===== config.mk =====
export PLATFORM = sky130hd
export DESIGN_NAME = contrast_stretch_pixel_top
export DESIGN_NICKNAME = d
export VERILOG_FILES = /design/src/rtl/csp_pkg.sv /design/src/rtl/csp_front.sv /design/src/rtl/csp_fifo.sv /design/src/rtl/csp_back.sv /design/src/rtl/contrast_stretch_pixel_top.sv
export SDC_FILE = /design/constraint.sdc
export NUM_CORES = 1
export LEC_CHECK = 0
export BUFFER_PORTS_ARGS = -buffer_cell sky130_fd_sc_hd__buf_2
export CAP_MARGIN = 20
export CORE_UTILIZATION = 45
export DETAILED_ROUTE_END_ITERATION = 16
export HOLD_SLACK_MARGIN = 0.02
export PLACE_DENSITY = 0.73
export SETUP_SLACK_MARGIN = 0.2
export SYNTH_ARGS = -nofsm -noshare
export SYNTH_HDL_FRONTEND = slang
export SYNTH_SLANG_ARGS = --single-unit
export TNS_END_PERCENT = 50

===== constraint.sdc =====
create_clock -name clk_i -period 10.85 [get_ports clk_i]
set_clock_uncertainty 0.15 [all_clocks]
set_input_delay 0 -clock clk_i [delete_from_list [all_inputs] [get_ports clk_i]]
set_output_delay 0 -clock clk_i [all_outputs]
set_load 0.03 [all_outputs]

===== src/rtl/csp_pkg.sv =====
// Shared constants and types for the contrast stretch pixel block.
package csp_pkg;

  localparam int PIXEL_BITS_DEF = 8;
  localparam int OFFSET_W       = 9;
  localparam int FIFO_DEPTH     = 2;
  localparam int KIND_W         = 2;

  // How the back end finishes an apply request.
  typedef enum logic [KIND_W-1:0] {
    KIND_ZERO = 2'd0,
    KIND_FULL = 2'd1,
    KIND_DIV  = 2'd2
  } kind_e;

endpackage


===== src/rtl/csp_front.sv =====
// Front end: takes requests, keeps frame statistics and classifies apply requests.
module csp_front #(
  parameter int PIXEL_BITS = csp_pkg::PIXEL_BITS_DEF
) (
  input  logic                         clk_i,
  input  logic                         rst_ni,
  input  logic                         cfg_we_i,
  input  logic [csp_pkg::OFFSET_W-1:0] cfg_wdata_i,
  input  logic                         in_valid_i,
  output logic                         in_ready_o,
  input  logic                         operation_i,
  input  logic                         first_pixel_i,
  input  logic [PIXEL_BITS-1:0]        red_i,
  input  logic [PIXEL_BITS-1:0]        green_i,
  input  logic [PIXEL_BITS-1:0]        blue_i,
  input  logic                         fifo_full_i,
  output logic                         push_o,
  output logic [csp_pkg::KIND_W-1:0]   kind_o,
  output logic [2*PIXEL_BITS-1:0]      num_o,
  output logic [PIXEL_BITS-1:0]        den_o
);
  import csp_pkg::*;

  localparam int P  = PIXEL_BITS;
  localparam int SW = ((P > OFFSET_W) ? P : OFFSET_W) + 2;
  localparam logic [P-1:0] MAXV = {P{1'b1}};
  localparam logic signed [SW-1:0] MAXV_E = {{(SW-P){1'b0}}, MAXV};

  logic [P-1:0]          min_q, min_d, max_q, max_d;
  logic [OFFSET_W-1:0]   offset_q;
  logic [P-1:0]          rg, v;
  logic                  accept;
  logic signed [SW-1:0]  mn_e, mx_e, off_e, v_e;
  logic signed [SW-1:0]  lo_t, hi_t, lo, hi, diff, den;
  logic [SW-1:0]         a_abs, d_abs;
  logic [P-1:0]          a_p, d_p;
  kind_e                 kind;

  assign rg = (red_i > green_i) ? red_i : green_i;
  assign v  = (rg > blue_i) ? rg : blue_i;

  assign in_ready_o = ~fifo_full_i | ~operation_i;
  assign accept     = in_valid_i & in_ready_o;
  assign push_o     = accept & operation_i;

  always_comb begin
    min_d = min_q;
    max_d = max_q;
    if (accept && !operation_i) begin
      if (first_pixel_i) begin
        min_d = v;
        max_d = v;
      end else begin
        if (v < min_q) min_d = v;
        if (v > max_q) max_d = v;
      end
    end
  end

  always_ff @(posedge clk_i or negedge rst_ni) begin
    if (!rst_ni) begin
      min_q    <= MAXV;
      max_q    <= '0;
      offset_q <= '0;
    end else begin
      min_q <= min_d;
      max_q <= max_d;
      if (cfg_we_i) offset_q <= cfg_wdata_i;
    end
  end

  assign mn_e  = {{(SW-P){1'b0}}, min_q};
  assign mx_e  = {{(SW-P){1'b0}}, max_q};
  assign v_e   = {{(SW-P){1'b0}}, v};
  assign off_e = {{(SW-OFFSET_W){offset_q[OFFSET_W-1]}}, offset_q};

  // A positive offset widens the range with clamping; a negative one moves both ends up, unclamped.
  always_comb begin
    lo_t = mn_e - off_e;
    if (off_e > 0) begin
      hi_t = mx_e + off_e;
      lo   = (lo_t < 0) ? '0 : lo_t;
      hi   = (hi_t > MAXV_E) ? MAXV_E : hi_t;
    end else begin
      hi_t = mx_e - off_e;
      lo   = lo_t;
      hi   = hi_t;
    end
  end

  assign diff  = v_e - lo;
  assign den   = hi - lo;
  assign a_abs = diff[SW-1] ? SW'(-diff) : SW'(diff);
  assign d_abs = den[SW-1] ? SW'(-den) : SW'(den);
  assign a_p   = a_abs[P-1:0];
  assign d_p   = d_abs[P-1:0];

  // With matching signs the quotient is |diff|*MAXV/|den|; other signs clamp to zero.
  always_comb begin
    if (den == 0) begin
      kind = (diff > 0) ? KIND_FULL : KIND_ZERO;
    end else if (diff == 0 || (diff[SW-1] != den[SW-1])) begin
      kind = KIND_ZERO;
    end else if (a_abs >= d_abs) begin
      kind = KIND_FULL;
    end else begin
      kind = KIND_DIV;
    end
  end

  assign kind_o = kind;
  assign num_o  = {a_p, {P{1'b0}}} - {{P{1'b0}}, a_p};
  assign den_o  = d_p;

endmodule


===== src/rtl/csp_fifo.sv =====
// Short queue between the front end and the back end.
module csp_fifo #(
  parameter int DW = 8
) (
  input  logic          clk_i,
  input  logic          rst_ni,
  input  logic          push_i,
  input  logic [DW-1:0] push_data_i,
  output logic          full_o,
  input  logic          pop_i,
  output logic          valid_o,
  output logic [DW-1:0] pop_data_o
);
  import csp_pkg::*;

  localparam int AW = $clog2(FIFO_DEPTH);
  localparam int CW = $clog2(FIFO_DEPTH + 1);

  logic [DW-1:0] mem_q [FIFO_DEPTH];
  logic [AW-1:0] wr_ptr_q, rd_ptr_q;
  logic [CW-1:0] count_q;

  assign full_o     = (count_q == CW'(FIFO_DEPTH));
  assign valid_o    = (count_q != '0);
  assign pop_data_o = mem_q[rd_ptr_q];

  always_ff @(posedge clk_i) begin
    if (push_i) mem_q[wr_ptr_q] <= push_data_i;
  end

  always_ff @(posedge clk_i or negedge rst_ni) begin
    if (!rst_ni) begin
      wr_ptr_q <= '0;
      rd_ptr_q <= '0;
      count_q  <= '0;
    end else begin
      if (push_i) wr_ptr_q <= (wr_ptr_q == AW'(FIFO_DEPTH - 1)) ? '0 : wr_ptr_q + 1'b1;
      if (pop_i)  rd_ptr_q <= (rd_ptr_q == AW'(FIFO_DEPTH - 1)) ? '0 : rd_ptr_q + 1'b1;
      if (push_i && !pop_i)      count_q <= count_q + 1'b1;
      else if (pop_i && !push_i) count_q <= count_q - 1'b1;
    end
  end

endmodule


===== src/rtl/csp_back.sv =====
// Back end: serial divider, clamping and the output register.
module csp_back #(
  parameter int PIXEL_BITS = csp_pkg::PIXEL_BITS_DEF
) (
  input  logic                       clk_i,
  input  logic                       rst_ni,
  input  logic                       entry_valid_i,
  input  logic [csp_pkg::KIND_W-1:0] kind_i,
  input  logic [2*PIXEL_BITS-1:0]    num_i,
  input  logic [PIXEL_BITS-1:0]      den_i,
  output logic                       pop_o,
  output logic                       out_valid_o,
  input  logic                       out_ready_i,
  output logic [PIXEL_BITS-1:0]      intensity_out_o
);
  import csp_pkg::*;

  localparam int P  = PIXEL_BITS;
  localparam int CW = $clog2(P);
  localparam logic [P-1:0] MAXV = {P{1'b1}};

  localparam logic [1:0] S_IDLE = 2'd0;
  localparam logic [1:0] S_DIV  = 2'd1;
  localparam logic [1:0] S_OUT  = 2'd2;

  logic [1:0]    state_q, state_d;
  logic [CW-1:0] cnt_q, cnt_d;
  logic [P-1:0]  rem_q, rem_d, nlo_q, nlo_d, dvs_q, dvs_d, quo_q, quo_d;
  logic          out_valid_q, out_valid_d;
  logic [P-1:0]  out_data_q, out_data_d;
  logic          out_free, is_div;
  logic [P:0]    trial;
  kind_e         kind;

  assign kind     = kind_e'(kind_i);
  assign is_div   = (kind == KIND_DIV);
  assign out_free = ~out_valid_q | out_ready_i;
  assign pop_o    = (state_q == S_IDLE) & entry_valid_i & (is_div | out_free);
  assign trial    = {rem_q, nlo_q[P-1]};

  always_comb begin
    state_d     = state_q;
    cnt_d       = cnt_q;
    rem_d       = rem_q;
    nlo_d       = nlo_q;
    dvs_d       = dvs_q;
    quo_d       = quo_q;
    out_valid_d = out_valid_q & ~out_ready_i;
    out_data_d  = out_data_q;
    unique case (state_q)
      S_IDLE: begin
        if (pop_o) begin
          if (is_div) begin
            // The upper half is already below the divisor, so P steps suffice.
            rem_d   = num_i[2*P-1:P];
            nlo_d   = num_i[P-1:0];
            dvs_d   = den_i;
            quo_d   = '0;
            cnt_d   = '0;
            state_d = S_DIV;
          end else begin
            out_valid_d = 1'b1;
            out_data_d  = (kind == KIND_FULL) ? MAXV : '0;
          end
        end
      end
      S_DIV: begin
        if (trial >= {1'b0, dvs_q}) begin
          rem_d = P'(trial - {1'b0, dvs_q});
          quo_d = {quo_q[P-2:0], 1'b1};
        end else begin
          rem_d = trial[P-1:0];
          quo_d = {quo_q[P-2:0], 1'b0};
        end
        nlo_d = {nlo_q[P-2:0], 1'b0};
        cnt_d = cnt_q + 1'b1;
        if (cnt_q == CW'(P - 1)) state_d = S_OUT;
      end
      S_OUT: begin
        if (out_free) begin
          out_valid_d = 1'b1;
          out_data_d  = quo_q;
          state_d     = S_IDLE;
        end
      end
      default: state_d = S_IDLE;
    endcase
  end

  always_ff @(posedge clk_i or negedge rst_ni) begin
    if (!rst_ni) begin
      state_q     <= S_IDLE;
      out_valid_q <= 1'b0;
      cnt_q       <= '0;
    end else begin
      state_q     <= state_d;
      out_valid_q <= out_valid_d;
      cnt_q       <= cnt_d;
    end
  end

  always_ff @(posedge clk_i) begin
    rem_q      <= rem_d;
    nlo_q      <= nlo_d;
    dvs_q      <= dvs_d;
    quo_q      <= quo_d;
    out_data_q <= out_data_d;
  end

  assign out_valid_o     = out_valid_q;
  assign intensity_out_o = out_data_q;

endmodule


===== src/rtl/contrast_stretch_pixel_top.sv =====
// Top level of the min/max contrast stretch block.
//
// Requests arrive on a valid/ready channel. A scan request (operation 0) folds
// max(red, green, blue) into the frame minimum and maximum; first_pixel restarts
// them. Scan requests are taken one per cycle and give no result. An apply
// request (operation 1) gives one stretched intensity on the output channel.
// The front end classifies each apply request in the cycle it is taken and
// puts it into a two-entry queue. Results that clamp to zero or full scale
// pass through the queue and the output register, at one per cycle while the
// receiver does not stall and no division is under way. Other results go
// through a serial restoring divider that yields one quotient bit a cycle;
// the back end takes no new entry until the quotient is in the output register.
// The contrast offset register is written through cfg_we_i and cfg_wdata_i.
// Reset sets the frame minimum to full scale, the maximum and the offset to
// zero, and empties the queue and the output register. When the receiver
// stalls, the result holds in the output register, the divider waits with its
// quotient, and the queue fills before apply requests are refused.
module contrast_stretch_pixel_top #(
  parameter int PIXEL_BITS = csp_pkg::PIXEL_BITS_DEF
) (
  input  logic                         clk_i,
  input  logic                         rst_ni,
  input  logic                         cfg_we_i,
  input  logic [csp_pkg::OFFSET_W-1:0] cfg_wdata_i,
  input  logic                         in_valid_i,
  output logic                         in_ready_o,
  input  logic                         operation_i,
  input  logic                         first_pixel_i,
  input  logic [PIXEL_BITS-1:0]        red_i,
  input  logic [PIXEL_BITS-1:0]        green_i,
  input  logic [PIXEL_BITS-1:0]        blue_i,
  output logic                         out_valid_o,
  input  logic                         out_ready_i,
  output logic [PIXEL_BITS-1:0]        intensity_out_o
);
  import csp_pkg::*;

  localparam int DW = KIND_W + 3 * PIXEL_BITS;

  logic                    fifo_full, push, pop, entry_valid;
  logic [KIND_W-1:0]       kind_f, kind_b;
  logic [2*PIXEL_BITS-1:0] num_f, num_b;
  logic [PIXEL_BITS-1:0]   den_f, den_b;
  logic [DW-1:0]           push_data, pop_data;

  csp_front #(.PIXEL_BITS(PIXEL_BITS)) u_front (
    .clk_i         (clk_i),
    .rst_ni        (rst_ni),
    .cfg_we_i      (cfg_we_i),
    .cfg_wdata_i   (cfg_wdata_i),
    .in_valid_i    (in_valid_i),
    .in_ready_o    (in_ready_o),
    .operation_i   (operation_i),
    .first_pixel_i (first_pixel_i),
    .red_i         (red_i),
    .green_i       (green_i),
    .blue_i        (blue_i),
    .fifo_full_i   (fifo_full),
    .push_o        (push),
    .kind_o        (kind_f),
    .num_o         (num_f),
    .den_o         (den_f)
  );

  assign push_data = {kind_f, num_f, den_f};

  csp_fifo #(.DW(DW)) u_fifo (
    .clk_i       (clk_i),
    .rst_ni      (rst_ni),
    .push_i      (push),
    .push_data_i (push_data),
    .full_o      (fifo_full),
    .pop_i       (pop),
    .valid_o     (entry_valid),
    .pop_data_o  (pop_data)
  );

  assign kind_b = pop_data[DW-1 -: KIND_W];
  assign num_b  = pop_data[PIXEL_BITS +: 2*PIXEL_BITS];
  assign den_b  = pop_data[PIXEL_BITS-1:0];

  csp_back #(.PIXEL_BITS(PIXEL_BITS)) u_back (
    .clk_i           (clk_i),
    .rst_ni          (rst_ni),
    .entry_valid_i   (entry_valid),
    .kind_i          (kind_b),
    .num_i           (num_b),
    .den_i           (den_b),
    .pop_o           (pop),
    .out_valid_o     (out_valid_o),
    .out_ready_i     (out_ready_i),
    .intensity_out_o (intensity_out_o)
  );

endmodule


=== Word level (Yosys, flattened, before mapping) ===
Memories as Yosys holds them, arrays and structs flattened.
Cells that the tools add are included.

* Bitwise logic cells: 12
* Add/subtract/negate cells: 14
* Equal/unequal tests: 12
* Multiplexer cells: 50
* Reductions and logical operators: 22
* Magnitude comparators: 10

{| class="wikitable"
|+ Operators with widths
! cell !! count
|-
| $mux W8 || 17
|-
| $mux W11 || 6
|-
| $logic_not A32 Y1 || 2
|-
| $pmux W8 S2 || 4
|-
| $gt A8 B8 Y1 || 3
|-
| $neg A11 Y11 || 2
|-
| $sub A9 B9 Y10 || 2
|-
| $mux W2 || 9
|-
| $sub A16 B8 Y16 || 1
|-
| $reduce_bool A2 Y1 || 6
|-
| $ge A11 B11 Y1 || 1
|-
| $gt A11 B1 Y1 const B || 1
|-
| $gt A11 B9 Y1 const B || 1
|-
| $sub A11 B11 Y11 || 1
|-
| $sub A9 B11 Y11 || 1
|-
| $add A9 B9 Y10 || 1
|-
| $lt A10 B1 Y1 const B || 1
|-
| $ge A9 B8 Y1 || 1
|-
| $gt A9 B1 Y1 const B || 1
|-
| $mux W1 || 9
|-
| $lt A8 B8 Y1 || 1
|-
| $reduce_and A4 Y1 || 2
|-
| $sub A8 B8 Y8 || 1
|-
| $eq A2 B2 Y1 const B || 3
|-
| 22 further kinds || 43
|}

* Memories: 1
* Input bits: 40
* Bits in writable memories: 52
* Output and inout port bits: 10
* Register bits: 75

{| class="wikitable"
|+ Memory list
! memory !! words !! width !! read ports !! clocked after Yosys merged registers in !! wr ports !! line !! text
|-
| u_fifo.mem_q || 2 || 26 || 1 || 0 || 1 || csp_fifo.sv:19 || <nowiki>logic [DW-1:0] mem_q [FIFO_DEPTH];</nowiki>
|}

=== Depth between registers and ports, before layout ===
Gate-level depths: netlist of the first run.

* Depth in word-level cells: 11
* Gate-level depth with buffers: 43

=== Cells and area by module ===
A second synthesis of the first run with hierarchy kept.

* Cell total of the unflattened synthesis: 962
* Area total of the unflattened synthesis: 9613.0 um^2

{| class="wikitable"
|+ By module, submodules not included
! module !! cells an instance !! sequential area each (um^2) !! area an instance (um^2) !! times used
|-
| csp_front || 664 || 635.6 || 5141.2 || 1
|-
| csp_back || 201 || 1351.3 || 2306.0 || 1
|-
| csp_fifo || 97 || 1661.6 || 2165.8 || 1
|}

=== Worst setup path after synthesis of the first run ===
Ideal clock, no wire load.

* Path type: register -> register
* From: register u_front.offset_q[0]
* To: memory u_fifo.mem_q[0][24] (netlist bit) (data pin)
* Cell stages (with the launch flop): 44
* Setup time: 274 ps
* Buffers on the path: 1
* Setup slack: 3235 ps
* Arrival time: 7190 ps
* Path through: dfrtp_1 -> ha_1 -> inv_1 -> fa_1 -> o21bai_1 -> a21oi_1 -> o21ai_0 -> a21oi_1 -> o21ai_0 -> nand2b_1 -> a21oi_1 -> o31ai_1 -> o21bai_1 -> ha_1 -> o31ai_1 -> nand2_1 -> o311ai_0 -> o21ai_0 -> [8 not listed] -> nand2b_1 -> a31oi_1 -> clkbuf_1 -> nor2_1 -> xnor2_1 -> inv_1 -> ha_1 -> o21a_1 -> o21a_1 -> o21a_1 -> o21a_1 -> o21a_1 -> o21a_1 -> o21ai_0 -> a21oi_1 -> a211oi_1 -> a21o_1 -> o32ai_1

* Word-level cells in the longest chain between the ends: 11

{| class="wikitable"
|+ RTL lines
! item !! line !! text
|-
| from (decl) || csp_front.sv:30 || <nowiki>logic [OFFSET_W-1:0] offset_q;</nowiki>
|-
| from (signal assigned) || csp_front.sv:68 || <nowiki>if (cfg_we_i) offset_q <= cfg_wdata_i;</nowiki>
|-
| $add A9 B9 Y10 / $sub A9 B9 Y10 (equally long branches) || csp_front.sv:81, csp_front.sv:79 ||
|-
| $gt A11 B9 Y1 / $lt A10 B1 Y1 (equally long branches) || csp_front.sv:83, csp_front.sv:82 ||
|-
| $mux W11 (on tied branches) || csp_front.sv:83, csp_front.sv:82 ||
|-
| $mux W11 || csp_front.sv:80 || <nowiki>if (off_e > 0) begin</nowiki>
|-
| $sub A11 B11 Y11 * || csp_front.sv:92 || <nowiki>assign den = hi - lo;</nowiki>
|-
| $neg A11 Y11 || csp_front.sv:94 || <nowiki>assign d_abs = den[SW-1] ? SW'(-den) : SW'(den);</nowiki>
|-
| $mux W11 * || csp_front.sv:94 ||
|-
| via den_f[2] || contrast_stretch_pixel_top.sv:43 || <nowiki>logic [PIXEL_BITS-1:0] den_f, den_b;</nowiki>
|-
| $ge A11 B11 Y1 * || csp_front.sv:104 || <nowiki>end else if (a_abs >= d_abs) begin</nowiki>
|-
| $mux W2 * || csp_front.sv:104 ||
|-
| $mux W2 * || csp_front.sv:102 || <nowiki>end else if (diff == 0 || (diff[SW-1] != den[SW-1])) begin</nowiki>
|-
| $mux W2 * || csp_front.sv:100 || <nowiki>if (den == 0) begin</nowiki>
|-
| via kind_f[0] || contrast_stretch_pixel_top.sv:41 || <nowiki>logic [KIND_W-1:0] kind_f, kind_b;</nowiki>
|-
| to (decl) || csp_fifo.sv:19 ||
|}

Mark *: on every way through the listed nets, which the timed path passes. The rest lies on a longest branch.

=== Worst setup path in the final report of the first run ===
* From: register u_front.offset_q[0]
* To: memory u_fifo.mem_q[0][25] (netlist bit) (data pin)

Same word-level chain as after synthesis.

==> results of run 1 <==
==> logic make-up (layout without fill, tap and decap cells) <==
logic type | after synthesis | in the layout
AOI/OAI and AO/OA | 238 | 238
and+or+nand+nor | 235 | 235
muxes | 56 | 56
other | 1 | 1
xor gates and xnor gates | 64 | 64
adders and majority gates | 101 | 101
buffers and inverters | 115 | 222
DFF | 127 | 127
==> stage by stage <==
| step | worst slack [ns] | hold slack, ns | cells | cell area [sq um] | util, % |
|---|---|---|---|---|---|
| 2_1_floorplan | 3.24 | -0.446 | 937 | 9470 | - |
| 3_3_place_gp | 2.29 | -0.0199 | 1244 | 10000 | 49.1 |
| 3_5_place_dp | 2.22 | 0.00753 | 1244 | 10000 | 49.1 |
| 4_1_cts | 2.07 | 0.0348 | 1313 | 11000 | 53.8 |
| 5_1_grt | 1.52 | 0.0727 | 1314 | 11000 | 53.8 |
| 6_report | 2.12 | 0.0408 | 1314 | 11000 | 53.8 |
==> layout make-up <==
type                       count  area share [%]
tap                          270            3.07
inverter                      95            3.24
clock inverter                15            1.51
timing repair buffer          95            6.19
clock buffer                  17            3.87
multi-input combinational    695            48.9
sequential                   127            33.2
==> sequential cells by signal, summed over array words and instances (netlist names), 2 cells and up <==
signal                  flops
u_back.quo_q                8
u_back.intensity_out_o      8
u_front.min_q               8
u_front.max_q               8
u_back.nlo_q                8
u_front.offset_q            9
u_back.cnt_q                3
u_back.dvs_q                8
u_fifo.mem_q               52
u_fifo.count_q              2
u_back.rem_q                8
u_back.state_q              2
==> tightest hold or removal path, cell delays in order <==
cell and delay [ns]:
sky130_fd_sc_hd__buf_2 0.07, sky130_fd_sc_hd__inv_1 0.05, sky130_fd_sc_hd__o21ai_0 0.15, sky130_fd_sc_hd__buf_4 0.16, sky130_fd_sc_hd__mux2_2 0.16
==> worst max path at each step <==
stage,startpoint,endpoint
2_1_floorplan,u_front.offset_q[0]$_DFFE_PN0P_,u_fifo.mem_q[0][24]$_DFFE_PP_
3_3_place_gp,u_front.offset_q[0]$_DFFE_PN0P_,u_fifo.mem_q[0][24]$_DFFE_PP_
3_5_place_dp,u_front.offset_q[0]$_DFFE_PN0P_,u_fifo.mem_q[1][24]$_DFFE_PP_
4_1_cts,u_front.offset_q[0]$_DFFE_PN0P_,u_fifo.mem_q[1][24]$_DFFE_PP_
5_1_grt,u_front.offset_q[0]$_DFFE_PN0P_,u_fifo.mem_q[0][25]$_DFFE_PP_
6_report,u_front.offset_q[0]$_DFFE_PN0P_,u_fifo.mem_q[0][25]$_DFFE_PP_
==> layout by cell type, fill, tap and decap left out, types with 27 or more instances in the layout <==
cell,n
sky130_fd_sc_hd__o21ai_0,61
sky130_fd_sc_hd__dfrtp_1,27
sky130_fd_sc_hd__nand2_1,68
sky130_fd_sc_hd__ha_1,91
sky130_fd_sc_hd__edfxtp_1,92
sky130_fd_sc_hd__nor2_1,58
sky130_fd_sc_hd__inv_1,94
sky130_fd_sc_hd__a21oi_1,56
sky130_fd_sc_hd__buf_2,50
sky130_fd_sc_hd__dlygate4sd3_1,37
sky130_fd_sc_hd__xnor2_1,53
sky130_fd_sc_hd__mux2i_1,30
==> layer usage <==
layer  track usage [%]  part of all wire, %  up-vias
met5                 0                    0        -
met4              8.35                  2.8        0
met3              3.73                  3.2       43
met2              34.4                   49      154
met1              24.8                   45     3437
li1                  -                    -     3577
==> impl_metrics.prom, run 1 <==
# TYPE chip_impl_metric gauge
chip_impl_metric{name="totalWireLength",unit="mm"} 21.0
chip_impl_metric{name="drv_slew",unit=""} 0
chip_impl_metric{name="synth_sequential_area_ratio",unit="%"} 38.5
chip_impl_metric{name="fp-row-count",unit=""} 52
chip_impl_metric{name="overflow",unit=""} 0
chip_impl_metric{name="num-nets-final",unit=""} 1168
chip_impl_metric{name="vias_per_cell",unit=""} 5.49
chip_impl_metric{name="clock_tree.buffer_depth",unit=""} 2
chip_impl_metric{name="cp_data_arrival_time",unit="ns"} 8.80
chip_impl_info{name="holdCritPathClass",value="in2reg"} 1
chip_impl_metric{name="clock_latency_on_the_worst_skew_pair",unit="ns"} 0.43
chip_impl_metric{name="wire_length_of_the_first_global_routing_pass",unit="mm"} 34.3
chip_impl_info{name="timing.critical_path.mode_cell",value="sky130_fd_sc_hd__o21ai_0"} 1
chip_impl_metric{name="synth-adder-area-share",unit="%"} 13.7
chip_impl_metric{name="dpl.hpwl",unit="mm"} 15.5
chip_impl_metric{name="worstPathRequired",unit="ns"} 10.93
chip_impl_info{name="startpoint_type",value="register"} 1
chip_impl_metric{name="die_height",unit="um"} 147
chip_impl_metric{name="post_drt_wl_per_cell",unit="um"} 15.9
chip_impl_metric{name="synth_top_cell_area_share",unit="%"} 29.2
chip_impl_metric{name="synthMuxAreaShare",unit="%"} 6.54
chip_impl_metric{name="post-route-period-util",unit="%"} 80.4
chip_impl_metric{name="syn_area",unit="sq um"} 9470
chip_impl_info{name="rr_endpoint",value="u_fifo.mem_q[0][25]$_DFFE_PP_"} 1
chip_impl_info{name="netlist.top_cell.by_area",value="sky130_fd_sc_hd__edfxtp_1"} 1
chip_impl_metric{name="area.growth.synth_to_final",unit="%"} 16.1
chip_impl_metric{name="cts.repair.resized",unit=""} 0
chip_impl_metric{name="synth_compound_gate_area_share",unit="%"} 17.6
chip_impl_metric{name="worst-path-max-fanout",unit=""} 14
chip_impl_metric{name="multi_input_area",unit="sq um"} 5380
chip_impl_metric{name="worst_r2r_setup_slack",unit="ns"} 2.12
chip_impl_metric{name="seq_area",unit="sq um"} 3650
chip_impl_metric{name="synthesis.area_per_instance",unit="sq um"} 10.1
chip_impl_info{name="endpoint_kind",value="register"} 1
chip_impl_metric{name="finalSetupViolations",unit=""} 0
chip_impl_metric{name="cts_setup_buffers",unit=""} 0
chip_impl_metric{name="routed-via-count",unit=""} 7211
chip_impl_info{name="holdPathEnd",value="u_front.min_q[7]$_DFFE_PN1P_"} 1
chip_impl_info{name="synthTopCellsByCount",value="sky130_fd_sc_hd__inv_1, sky130_fd_sc_hd__edfxtp_1, sky130_fd_sc_hd__ha_1"} 1
chip_impl_metric{name="setup_tns",unit="ns"} 0
chip_impl_metric{name="floorplan.initialDensity",unit="%"} 46.4
chip_impl_metric{name="drt_iter0_drc",unit=""} 423
chip_impl_metric{name="drt_pass1_iterations",unit=""} 5
chip_impl_metric{name="post_synthesis_sequential_element_count",unit=""} 127
chip_impl_info{name="rsz0062_at_grt",value="no"} 1
chip_impl_metric{name="ant_nets",unit=""} 0
chip_impl_info{name="dominant_combinational_cell_family_by_area_after_synthesis",value="compound AO/OA/AOI/OAI gates"} 1
chip_impl_metric{name="grt_pass1_vias",unit=""} 7176
chip_impl_metric{name="die_w",unit="um"} 147
chip_impl_metric{name="grt_max_degree",unit=""} 36
chip_impl_info{name="holdCritStartpoint",value="blue_i[7]"} 1
chip_impl_metric{name="route.detailed.drc",unit=""} 0
chip_impl_metric{name="syn-instance-count",unit=""} 937
chip_impl_metric{name="ys_warn_count",unit=""} 0
chip_impl_metric{name="io_pins",unit=""} 50
chip_impl_metric{name="post_synthesis_net_count",unit=""} 1074
chip_impl_metric{name="design.core.area",unit="sq um"} 20400
chip_impl_metric{name="crit_path_cell_count",unit=""} 44
chip_impl_info{name="cpLargestDelayFamily",value="compound AO/OA/AOI/OAI gates"} 1
chip_impl_info{name="synth.most_common_cell",value="sky130_fd_sc_hd__inv_1"} 1
chip_impl_metric{name="synthXorXnorAreaFrac",unit="%"} 6.14
chip_impl_metric{name="routabilityCongestion",unit=""} 0.885
chip_impl_info{name="worst-setup-path-type",value="reg2reg"} 1
chip_impl_metric{name="worst-slew-pin-transition",unit="ns"} 0.994
chip_impl_info{name="cp_slowest_cell",value="sky130_fd_sc_hd__dfrtp_1"} 1
chip_impl_info{name="r2r-start",value="u_front.offset_q[0]$_DFFE_PN0P_"} 1
chip_impl_info{name="dominantRegCellSynth",value="sky130_fd_sc_hd__edfxtp_1"} 1
chip_impl_metric{name="post_synth_and_or_nand_nor_area_fraction",unit="%"} 12.6
chip_impl_metric{name="timing.critical_path.buf_inv",unit=""} 5
chip_impl_metric{name="timing.hold.worst_path_depth",unit=""} 5
chip_impl_info{name="clock_root_buffer",value="sky130_fd_sc_hd__clkbuf_16"} 1
chip_impl_metric{name="postCtsHoldBufs",unit=""} 37
chip_impl_metric{name="filler_cell_count",unit=""} 1823
chip_impl_info{name="synthTopCellsByArea",value="sky130_fd_sc_hd__edfxtp_1, sky130_fd_sc_hd__ha_1, sky130_fd_sc_hd__dfrtp_1"} 1
chip_impl_metric{name="cts-buffers-inserted",unit=""} 17
chip_impl_metric{name="hold_violation_count_in_the_final_report",unit=""} 0
chip_impl_info{name="tritoncts",value="done"} 1
chip_impl_metric{name="cts.reportedPaths.clkPinSlew",unit="ns"} 0.07
chip_impl_metric{name="tritoncts_num_sinks",unit=""} 127
chip_impl_metric{name="final_layout_size_suffix_gt1_share",unit="%"} 15.6
chip_impl_metric{name="slew_headroom",unit="%"} 33.0
chip_impl_metric{name="synth-async-reset-ratio",unit="%"} 27.6
chip_impl_info{name="status",value="finished, final reports clean"} 1
chip_impl_metric{name="synth-edff-count",unit=""} 92
chip_impl_metric{name="antenna_cells_inserted",unit=""} 0
chip_impl_metric{name="ff2ff_path_depth",unit=""} 44
chip_impl_metric{name="min_period",unit="ns"} 8.73
chip_impl_metric{name="io_buffers",unit=""} 49
chip_impl_metric{name="grt_antenna_before_repair",unit=""} 0
chip_impl_metric{name="die_area",unit="sq um"} 21600
chip_impl_metric{name="synth_cell_type_count",unit=""} 91
chip_impl_metric{name="grt_util_all_layers",unit="%"} 20.1
chip_impl_metric{name="drv_cap",unit=""} 0
chip_impl_metric{name="critPathMaxStageDelay",unit="ns"} 0.45
chip_impl_metric{name="htree_levels",unit=""} 4
chip_impl_metric{name="max_clk_rate",unit="GHz"} 0.115
Power of run 1 is not shown: default switching activity piles up to over one toggle a cycle in this logic, so the estimate is an artifact.
==> run 2: changes to the inputs <==
==> constraint.sdc (replaced) <==
create_clock -name clk_i -period 9.1 [get_ports clk_i]
set_clock_uncertainty 0.15 [all_clocks]
set_input_delay 0 -clock clk_i [delete_from_list [all_inputs] [get_ports clk_i]]
set_output_delay 0 -clock clk_i [all_outputs]
set_load 0.03 [all_outputs]
==> run 2 against run 1 <==
  * Count of clock-buffer cells in the layout stayed put
  * Sequential share of layout area is 0.079 points lower
  * Critical path depth is 1 lower
  * Non-clock buffer count is 3 lower
  * Core utilization is 0.13 points higher
  * Register-to-register slack worse by 1.3 ns
  * Cell area is 0.24% higher
  * Cell count is 0.23% lower
  * Via count is 0.24% higher
  * Worst setup slack worse by 1.3 ns
  * Highest routed layer unchanged
==> impl_metrics.prom, run 2 (synthesis results as in run 1) <==
# TYPE chip_impl_metric gauge
chip_impl_info{name="status",value="finished, final reports clean"} 1
chip_impl_metric{name="filler_cell_count",unit=""} 1778
chip_impl_metric{name="wire_length_of_the_first_global_routing_pass",unit="mm"} 34.6
chip_impl_metric{name="cts_setup_buffers",unit=""} 0
chip_impl_metric{name="max_clk_rate",unit="GHz"} 0.121
chip_impl_info{name="rsz0062_at_grt",value="no"} 1
chip_impl_metric{name="tritoncts_num_sinks",unit=""} 127
chip_impl_metric{name="grtUsageMet3",unit="%"} 3.35
chip_impl_metric{name="clock_latency_on_the_worst_skew_pair",unit="ns"} 0.43
chip_impl_metric{name="whs",unit="ns"} 0.0294
chip_impl_metric{name="design.core.area",unit="sq um"} 20400
chip_impl_info{name="clock_root_buffer",value="sky130_fd_sc_hd__clkbuf_16"} 1
chip_impl_metric{name="postLayoutSetupSlackWorst",unit="ns"} 0.831
chip_impl_metric{name="place_worst_setup_slack",unit="ns"} 0.749
chip_impl_info{name="global_route.peak_usage_layer",value="met2"} 1
chip_impl_info{name="startpoint_type",value="register"} 1
chip_impl_metric{name="critPathMaxStageDelay",unit="ns"} 0.39
chip_impl_metric{name="drv_cap",unit=""} 0
chip_impl_info{name="regMostFlops",value="u_fifo.mem_q"} 1
chip_impl_metric{name="cts.reportedPaths.clkPinSlew",unit="ns"} 0.06
chip_impl_metric{name="vias_per_cell",unit=""} 5.51
chip_impl_metric{name="drv_slew",unit=""} 0
chip_impl_metric{name="post_drt_wl_per_cell",unit="um"} 16.0
chip_impl_metric{name="timing.critical_path.buf_inv",unit=""} 5
chip_impl_metric{name="final_layout_size_suffix_gt1_share",unit="%"} 16.0
chip_impl_metric{name="overflow",unit=""} 0
chip_impl_info{name="timing.critical_path.mode_cell",value="sky130_fd_sc_hd__o21a_1"} 1
chip_impl_metric{name="io_buffers",unit=""} 49
chip_impl_metric{name="floorplan.initialDensity",unit="%"} 46.4
chip_impl_metric{name="worstPathRequired",unit="ns"} 9.10
chip_impl_metric{name="grt_pass1_vias",unit=""} 7309
chip_impl_info{name="tritoncts",value="done"} 1
chip_impl_metric{name="post-route-period-util",unit="%"} 90.9
chip_impl_metric{name="fp-row-count",unit=""} 52
chip_impl_metric{name="drt_iter0_drc",unit=""} 452
chip_impl_metric{name="min_period",unit="ns"} 8.27
chip_impl_metric{name="finalNonFillerCells",unit=""} 1311
chip_impl_metric{name="grt_max_degree",unit=""} 36
chip_impl_metric{name="area.growth.synth_to_final",unit="%"} 16.3
chip_impl_metric{name="largest_reg_flops",unit=""} 52
chip_impl_info{name="final_common_cell",value="sky130_fd_sc_hd__inv_1"} 1
chip_impl_metric{name="antenna_cells_inserted",unit=""} 0
chip_impl_metric{name="placed_cell_count",unit=""} 1245
chip_impl_metric{name="htree_levels",unit=""} 4
chip_impl_metric{name="routed-via-count",unit=""} 7228
chip_impl_metric{name="grt_util_all_layers",unit="%"} 20.1
chip_impl_metric{name="cts-buffers-inserted",unit=""} 17
chip_impl_info{name="cpLargestDelayFamily",value="compound AO/OA/AOI/OAI gates"} 1
chip_impl_metric{name="hold_violation_count_in_the_final_report",unit=""} 0
chip_impl_metric{name="io_pins",unit=""} 50
chip_impl_metric{name="clock_tree.buffer_depth",unit=""} 2
chip_impl_metric{name="num-nets-final",unit=""} 1165
chip_impl_metric{name="drt_pass1_iterations",unit=""} 7
chip_impl_info{name="cp_slowest_cell",value="sky130_fd_sc_hd__dfrtp_1"} 1
chip_impl_metric{name="die_area",unit="sq um"} 21600
chip_impl_info{name="reg_top3",value="u_fifo.mem_q (52), u_front.offset_q (9)"} 1
chip_impl_metric{name="die_w",unit="um"} 147
chip_impl_metric{name="use_met1",unit="%"} 25.3
chip_impl_metric{name="dpl.hpwl",unit="mm"} 15.6
chip_impl_metric{name="worst-slew-pin-transition",unit="ns"} 1.01
chip_impl_info{name="most-common-layout-cells",value="sky130_fd_sc_hd__inv_1, sky130_fd_sc_hd__edfxtp_1, sky130_fd_sc_hd__ha_1"} 1
chip_impl_metric{name="grt_antenna_before_repair",unit=""} 0
chip_impl_metric{name="finalSetupViolations",unit=""} 0
chip_impl_metric{name="slew_headroom",unit="%"} 32.2
chip_impl_metric{name="routabilityCongestion",unit=""} 0.897
chip_impl_metric{name="setup_tns",unit="ns"} 0
chip_impl_metric{name="grt_use_met2",unit="%"} 34.6
chip_impl_metric{name="seq_area",unit="sq um"} 3650
chip_impl_metric{name="totalWireLength",unit="mm"} 20.9
chip_impl_metric{name="cp_data_arrival_time",unit="ns"} 8.26
chip_impl_metric{name="multi_input_area",unit="sq um"} 5400
chip_impl_metric{name="route.detailed.drc",unit=""} 0
chip_impl_metric{name="worst-path-max-fanout",unit=""} 14
chip_impl_metric{name="die_height",unit="um"} 147
chip_impl_info{name="worst-setup-path-type",value="reg2reg"} 1
chip_impl_info{name="endpoint_kind",value="register"} 1
chip_impl_info{name="holdCritPathClass",value="in2reg"} 1
chip_impl_metric{name="ant_nets",unit=""} 0
==> run 2: changes by cell type in the layout (fill, tap and decap cells not counted), sizes merged <==
| cell | change |
|---|---|
| inv | -4 |
| clkinv | +3 |
| dlygate4sd3 | -3 |
| bufinv | +2 |
| clkinvlp | -1 |
==> run 2: path summary, 6_finish.rpt <==
path | to | from | slack [ns] | cells past startpoint
setup / recovery | u_fifo.mem_q[0][24]$_DFFE_PP_ | u_front.offset_q[1]$_DFFE_PN0P_ | 0.83 | 43
hold / removal | u_front.max_q[5]$_DFFE_PN0P_ | blue_i[5] | 0.03 | 4
setup reg to reg | u_fifo.mem_q[0][24]$_DFFE_PP_ | u_front.offset_q[1]$_DFFE_PN0P_ | 0.83 | 43
hold reg to reg | u_back.cnt_q[0]$_DFFE_PN0P_ | u_back.cnt_q[0]$_DFFE_PN0P_ | 0.33 | 1
max in group asynchronous | u_back.out_valid_o$_DFF_PN0_ | rst_ni | 8.20 | 2
min in group asynchronous | u_front.max_q[7]$_DFFE_PN0P_ | rst_ni | 0.07 | 2
==> run 2: per-layer routing <==
| layer | part of all wire (%) | wire [um] |
|---|---|---|
| met2 | 49 | 10200 |
| met4 | 2.7 | 575 |
| met1 | 45 | 9440 |
| met5 | 0 | 0 |
| met3 | 3.5 | 730 |
==> run 2: what timing repair did <==
| action | in CTS | in global routing |
|---|---|---|
| gates resized for setup | 0 | 6 |
| hold buffers | 34 | 0 |
| hold endpoints to repair | 53 | 0 |
| setup endpoints to repair | 0 | 4 |
==> run 2: worst register-to-register path, delay by kind of cell, from the launching register on <==
kind / cells / cell delay, ns
flip-flops: 1 / 0.39
buffers and inverters: 5 / 0.70
AO/OA/AOI/OAI: 25 / 4.18
adder cells (fa/ha/maj): 4 / 1.18
XOR/XNOR: 1 / 0.16
AND/OR/NAND/NOR: 7 / 0.85
multiplexers: 1 / 0.38
==> run 2: area by class of cell <==
cell class | instances | area share (%)
clock buffers | 17 | 3.86
clock inverters | 15 | 1.82
inverters | 95 | 3.24
flip-flops and latches | 127 | 33.1
multi-input cells | 695 | 49.0
well taps | 270 | 3.07
repair buffers | 92 | 5.93
==> run 2: metrics by stage <==
stage / instance area (sq um) / util [%]
after CTS: 11000 / 53.9
after global placement: 10000 / 49.1
after global routing: 11000 / 54.0
final: 11000 / 54.0
after floorplan: 9470 / -
after detailed placement: 10000 / 49.1
Power of run 2 is left out for the same reason.
